## src/cfr_pkg.sv

```systemverilog
// Shared types and constants of the command frame responder.
package cfr_pkg;

    // Input operation codes carried in s_tuser.
    localparam logic [1:0] OP_REQ    = 2'd0;
    localparam logic [1:0] OP_CAP    = 2'd1;
    localparam logic [1:0] OP_TXDONE = 2'd2;
    localparam logic [1:0] OP_IGNORE = 2'd3;

    // Result kinds.
    localparam logic [1:0] KIND_STATUS = 2'd0;
    localparam logic [1:0] KIND_REPLY  = 2'd1;
    localparam logic [1:0] KIND_FRAME  = 2'd2;

    // Status codes.
    localparam logic [1:0] ST_NONE     = 2'd0;
    localparam logic [1:0] ST_ACCEPTED = 2'd1;
    localparam logic [1:0] ST_MISMATCH = 2'd2;

    // Request commands (bits 6..0 of request byte 1) and the read flag.
    localparam logic [6:0] CMD_RATE   = 7'h01;
    localparam logic [6:0] CMD_LEN    = 7'h02;
    localparam logic [6:0] CMD_FRAMES = 7'h04;
    localparam logic [6:0] CMD_DEPTH  = 7'h06;
    localparam int         RD_BIT     = 7;

    // Smallest request that is processed, and reply lengths.
    localparam int MIN_REQUEST   = 5;
    localparam int LEN_RATE_WR   = 5;
    localparam int LEN_LEN_RD    = 6;
    localparam int LEN_LONG_RD   = 7;
    localparam logic [7:0] TAG_RATE = 8'h02;
    localparam logic [7:0] TAG_LEN  = 8'h01;

    localparam logic [6:0] FRAME_LEN_RESET = 7'd8;

    typedef enum logic [3:0] {
        S_IDLE,
        S_REQ_EVAL,
        S_CAP_CHECK,
        S_COPY,
        S_DRAIN_CHECK,
        S_DRAIN_RD,
        S_DRAIN_OUT,
        S_REPLY_RD,
        S_REPLY_OUT,
        S_STAT_OUT
    } cfr_state_t;

    typedef enum logic [1:0] {
        MODE_REPLY,
        MODE_FRAME,
        MODE_STATUS
    } cfr_mode_t;

    typedef struct packed {
        logic      in_ready;
        logic      accept;
        logic      req_eval;
        logic      cap_drop;
        logic      copy_start;
        logic      copy_step;
        logic      copy_finish;
        logic      drain_start;
        logic      drain_adv;
        logic      reply_adv;
        logic      out_valid;
        cfr_mode_t out_mode;
    } cfr_cmd_t;

    typedef struct packed {
        logic busy;
        logic req_discard;
        logic req_reply;
        logic req_bad;
        logic cap_complete;
        logic fifo_full;
        logic copy_done;
        logic can_drain;
        logic drop;
        logic drain_last;
        logic reply_last;
    } cfr_status_t;

endpackage

```

## src/cfr_ctrl.sv

```systemverilog
// Controller state machine of the command frame responder.
module cfr_ctrl (
    input  logic                 aclk,
    input  logic                 aresetn,
    input  logic                 s_tvalid,
    input  logic [1:0]           s_tuser,
    input  logic                 s_tlast,
    input  logic                 m_tready,
    input  cfr_pkg::cfr_status_t st,
    output cfr_pkg::cfr_cmd_t    cmd
);
    import cfr_pkg::*;

    cfr_state_t state_reg, state_next;
    logic       ready;
    logic       take;

    assign ready = (state_reg == S_IDLE) && !st.busy;
    assign take  = ready && s_tvalid;

    always_ff @(posedge aclk) begin
        if (!aresetn) begin
            state_reg <= S_IDLE;
        end else begin
            state_reg <= state_next;
        end
    end

    always_comb begin
        state_next = state_reg;
        unique case (state_reg)
            S_IDLE: begin
                if (take) begin
                    if (s_tuser == OP_REQ && s_tlast) begin
                        state_next = S_REQ_EVAL;
                    end else if (s_tuser == OP_CAP && st.cap_complete) begin
                        state_next = S_CAP_CHECK;
                    end else if (s_tuser == OP_TXDONE) begin
                        state_next = S_DRAIN_CHECK;
                    end
                end
            end
            S_REQ_EVAL: begin
                priority if (st.req_discard) begin
                    state_next = S_IDLE;
                end else if (st.req_reply) begin
                    state_next = S_REPLY_RD;
                end else if (st.req_bad) begin
                    state_next = S_STAT_OUT;
                end else begin
                    state_next = S_IDLE;
                end
            end
            S_CAP_CHECK: begin
                state_next = st.fifo_full ? S_DRAIN_CHECK : S_COPY;
            end
            S_COPY: begin
                if (st.copy_done) begin
                    state_next = S_DRAIN_CHECK;
                end
            end
            S_DRAIN_CHECK: begin
                priority if (st.can_drain) begin
                    state_next = S_DRAIN_RD;
                end else if (st.drop) begin
                    state_next = S_STAT_OUT;
                end else begin
                    state_next = S_IDLE;
                end
            end
            S_DRAIN_RD: state_next = S_DRAIN_OUT;
            S_DRAIN_OUT: begin
                if (m_tready) begin
                    state_next = st.drain_last ? S_IDLE : S_DRAIN_RD;
                end
            end
            S_REPLY_RD: state_next = S_REPLY_OUT;
            S_REPLY_OUT: begin
                if (m_tready) begin
                    state_next = st.reply_last ? S_IDLE : S_REPLY_RD;
                end
            end
            S_STAT_OUT: begin
                if (m_tready) begin
                    state_next = S_IDLE;
                end
            end
            default: state_next = S_IDLE;
        endcase
    end

    always_comb begin
        cmd             = '0;
        cmd.out_mode    = MODE_STATUS;
        cmd.in_ready    = ready;
        cmd.accept      = take;
        cmd.req_eval    = (state_reg == S_REQ_EVAL);
        cmd.cap_drop    = (state_reg == S_CAP_CHECK) && st.fifo_full;
        cmd.copy_start  = (state_reg == S_CAP_CHECK) && !st.fifo_full;
        cmd.copy_step   = (state_reg == S_COPY);
        cmd.copy_finish = (state_reg == S_COPY) && st.copy_done;
        cmd.drain_start = (state_reg == S_DRAIN_CHECK) && st.can_drain;
        cmd.drain_adv   = (state_reg == S_DRAIN_OUT) && m_tready && !st.drain_last;
        cmd.reply_adv   = (state_reg == S_REPLY_OUT) && m_tready;
        unique case (state_reg)
            S_DRAIN_OUT: begin
                cmd.out_valid = 1'b1;
                cmd.out_mode  = MODE_FRAME;
            end
            S_REPLY_OUT: begin
                cmd.out_valid = 1'b1;
                cmd.out_mode  = MODE_REPLY;
            end
            S_STAT_OUT: begin
                cmd.out_valid = 1'b1;
                cmd.out_mode  = MODE_STATUS;
            end
            default: begin
                cmd.out_valid = 1'b0;
            end
        endcase
    end

endmodule

```

## config.mk

```make
export PLATFORM = sky130hd
export DESIGN_NAME = cfr_ctrl
export DESIGN_NICKNAME = d
export VERILOG_FILES = /design/src/cfr_pkg.sv /design/src/cfr_ctrl.sv
export SDC_FILE = /design/constraint.sdc
export NUM_CORES = 1
export LEC_CHECK = 0
export BUFFER_PORTS_ARGS = -buffer_cell sky130_fd_sc_hd__buf_4
export CAP_MARGIN = 20
export CORE_MARGIN = 2
export CORE_UTILIZATION = 43
export CTS_CLUSTER_DIAMETER = 60
export DETAILED_ROUTE_END_ITERATION = 8
export PLACE_DENSITY = 0.82
export RECOVER_POWER = 100
export SETUP_SLACK_MARGIN = 0.02
export SYNTH_ARGS = -nofsm -noshare
export SYNTH_HDL_FRONTEND = slang
export SYNTH_SLANG_ARGS = --single-unit
```

## constraint.sdc

```tcl
create_clock -name aclk -period 1.9 [get_ports aclk]
set_input_delay 0.38 -clock aclk [delete_from_list [all_inputs] [get_ports aclk]]
set_output_delay 0.38 -clock aclk [all_outputs]
set_load 0.03 [all_outputs]
```

==> flow_summary.yaml <==
status:
  outcome: "completed"
placed_design:
  place_area_um2: 822
  io_buffers: 30
  dp.cells: 123
  dp_hpwl_um: 1540
  post-place-ws_ns: 0.0838
  gp_congestion: 0.866
final_layout:
  fin_cells: 127
  nets: 132
  fill_cells: 119
  n_antenna_cell: 0
  register_area_um2: 85.1
  post-route-util: 0.683
  multi_input_area_um2: 468
  largest_reg_flops: 4
  drive_gt1_frac: 0.491
  final_area_um2: 877
  area_growth_pct: 50.1
routing:
  drc: 0
  vias: 746
  viasPerCell: 5.87
  wirelength_um: 1890
  avgRoutedWirePerCell_um: 14.9
  drtIter0Drc: 19
  ant_nets: 0
  firstDrtPassIters: 4
sta:
  worstMarginPinSlew_ns: 0.419
  slew_headroom: 0.714
  fin_crit_sh: 0.980
  worst_slack_ns: 0.0388
  whs_ns: 0.427
  slew_viol_final: 0
  grt_setup_unrepaired: "true"
  finalHoldViolations: 0
  finalSetupTns_ns: 0
  fmax_mhz: 537
  setup_viol: 0
  fin_skew_ns: 0.000934
  fin_crit_ns: 1.86
power:
  switching_share: 0.335
  power_mw: 0.339
  p_sw_mw: 0.114
  power_frac_seq: 0.271
  p_comb_frac: 0.403
  ir_worst_vdd_v: 0.000274
  p_int_mw: 0.225
  powerDensity_nw_per_um2: 386
  pwr-share-clk: 0.326
  p_leak_nw: 0.407
logic_synthesis:
  synth.area.top_cells: "dfxtp_1 (14%), nor2_1 (6.4%), a2111oi_0 (4.5%)"
  yosysSeqAreaShare: 0.137
  synth_fp_nets: 98
  ys_seq_elements: 4
  synthCells: 80
  synthArstFlopShare: 0
  ys.warnings.count: 0
  synthFlopType: "dfxtp_1"
  synth_edf_count: 0
  syn_avg_cell_area_um2: 7.30
  synth.cell_area_um2: 584
  synthMostInstantiatedCell: "nor2_1"
  yosysTopAreaCellShare: 0.137
  synth.distinct_cells: 40
  synth_area_leader_cell: "dfxtp_1"
  yosys-top-cells-count: "nor2_1 (10), nand2_1 (6), and3_1 (4), dfxtp_1 (4), nand2b_1 (4)"
critical_path:
  setup.worst_path.end: "cmd[11]"
  crit_start: "state_reg[3]"
  crit_fanout: 9
  crit_path_start_kind: "flip-flop"
  crit_path_top_delay_cell: "or4_4"
  max_stage_delay_ns: 0.51
  crit_required_ns: 1.52
  reg2reg_from: "state_reg[2]"
  crit_arrival_ns: 1.48
  rrSetupSlack_ns: 0.29
  worstReg2RegEnd: "state_reg[0]"
  critPathKind: "flip-flop to output port"
  endpoint_kind: "output port"
  reg2regPathDepth: 5
  crit_path_cell_trace: "or4_4 > nor2_4 > and2_4 > buf_6"
min_path:
  hold_path_class: "primary input to flip-flop"
  worstHoldPathCells: 2
global_routing:
  grt_pass1_wl_um: 2740
  grt.overflow.total: 0
  grt_pass1_vias: 659
  grt_max_degree: 16
  antenna_found_initial: 0
  grt_usage: 0.255
clocking:
  cts_max_level: 1
  clock_sinks: 4
  cts_root_buffer: "clkbuf_4"
  cts_buffer_depth: 2
  cts_buffers: 3
  hold_buffers: 0
  cts_tree: "done"
  cts.clk_slew.worst_paths_ns: 0.04
  clk-insertion-delay-late_ns: 0.24
run:
  maxCapViolations: 0
floorplan:
  std_cell_rows: 13
  ioPinCount: 31
  die_h_um: 40.9
  dieArea_um2: 1670
  die_x_um: 40.9
  start_util: 0.455
  coreArea_um2: 1280
[cells by family (layout without fill, tap and decap cells)]
| kind of cell | after synthesis | count (layout) | share of synthesized area |
|---|---|---|---|
| AO/OA/AOI/OAI | 23 | 23 | 0.300 |
| buffers and inverters | 10 | 42 | 0.107 |
| flip-flops | 4 | 4 | 0.137 |
| AND/OR/NAND/NOR | 43 | 43 | 0.456 |
[worst min-delay path by stage]
| stage | startpoint | to |
|---|---|---|
| floorplan | aresetn | state_reg[3] |
| global placement | state_reg[2] | state_reg[2] |
| detailed placement | state_reg[2] | state_reg[2] |
| CTS | aresetn | state_reg[3] |
| global route | aresetn | state_reg[3] |
| finish | aresetn | state_reg[3] |
[critical path: cells and delay by family, from the launching register on]
family                 cells  cell delay, ns
buffers and inverters      1            0.12
and+or+nand+nor            3            0.75
DFF                        1            0.37
[power groups by stage]
stage	Clock (mW)	Combinational, mW	Sequential, mW
finish	0.110	0.137	0.0920
global route	0.121	0.145	0.0926
CTS	0.113	0.130	0.0926
detailed placement	0	0.125	0.0937
global placement	0	0.122	0.0932
floorplan	0	0.0786	0.0904
[what timing repair did]
action                                 in CTS  in global routing
gates resized for setup                     5                  5
setup buffers                               0                  1
setup endpoints to repair                   2                  5
endpoints found under the hold margin       0                  0
[metal layers]
metal / track usage / wire (µm) / vias to the layer above
met5: 0 / 0 / -
met4: 0.117 / 44 / 0
met3: 0.0707 / 116 / 6
met2: 0.430 / 940 / 30
met1: 0.294 / 789 / 347
li1: - / - / 363
[placed cells by master, fill, tap and decap left out, types with 2 or more instances in the layout]
| cell type | Yosys | routed |
|---|---|---|
| a2111oi_0 | 3 | 3 |
| a21oi_1 | 2 | 2 |
| and3_1 | 4 | 4 |
| and3b_1 | 2 | 2 |
| buf_4 | 2 | 32 |
| buf_6 | 2 | 2 |
| clkbuf_4 | 0 | 3 |
| dfxtp_1 | 4 | 2 |
| inv_1 | 3 | 3 |
| nand2_1 | 6 | 6 |
| nand2b_1 | 4 | 4 |
| nor2_1 | 10 | 8 |
| nor2_4 | 1 | 2 |
| nor3_1 | 3 | 2 |
| o21ai_0 | 3 | 3 |
| o22ai_1 | 2 | 2 |
| o2bb2ai_1 | 2 | 2 |
[cell type report]
type	count	area share
multi-input cells	66	0.534
repair buffers	35	0.305
inverters	4	0.0171
well taps	15	0.0214
clock buffers	3	0.0257
flip-flops and latches	4	0.0970
No activity file was read; power rests on OpenSTA's default activity.
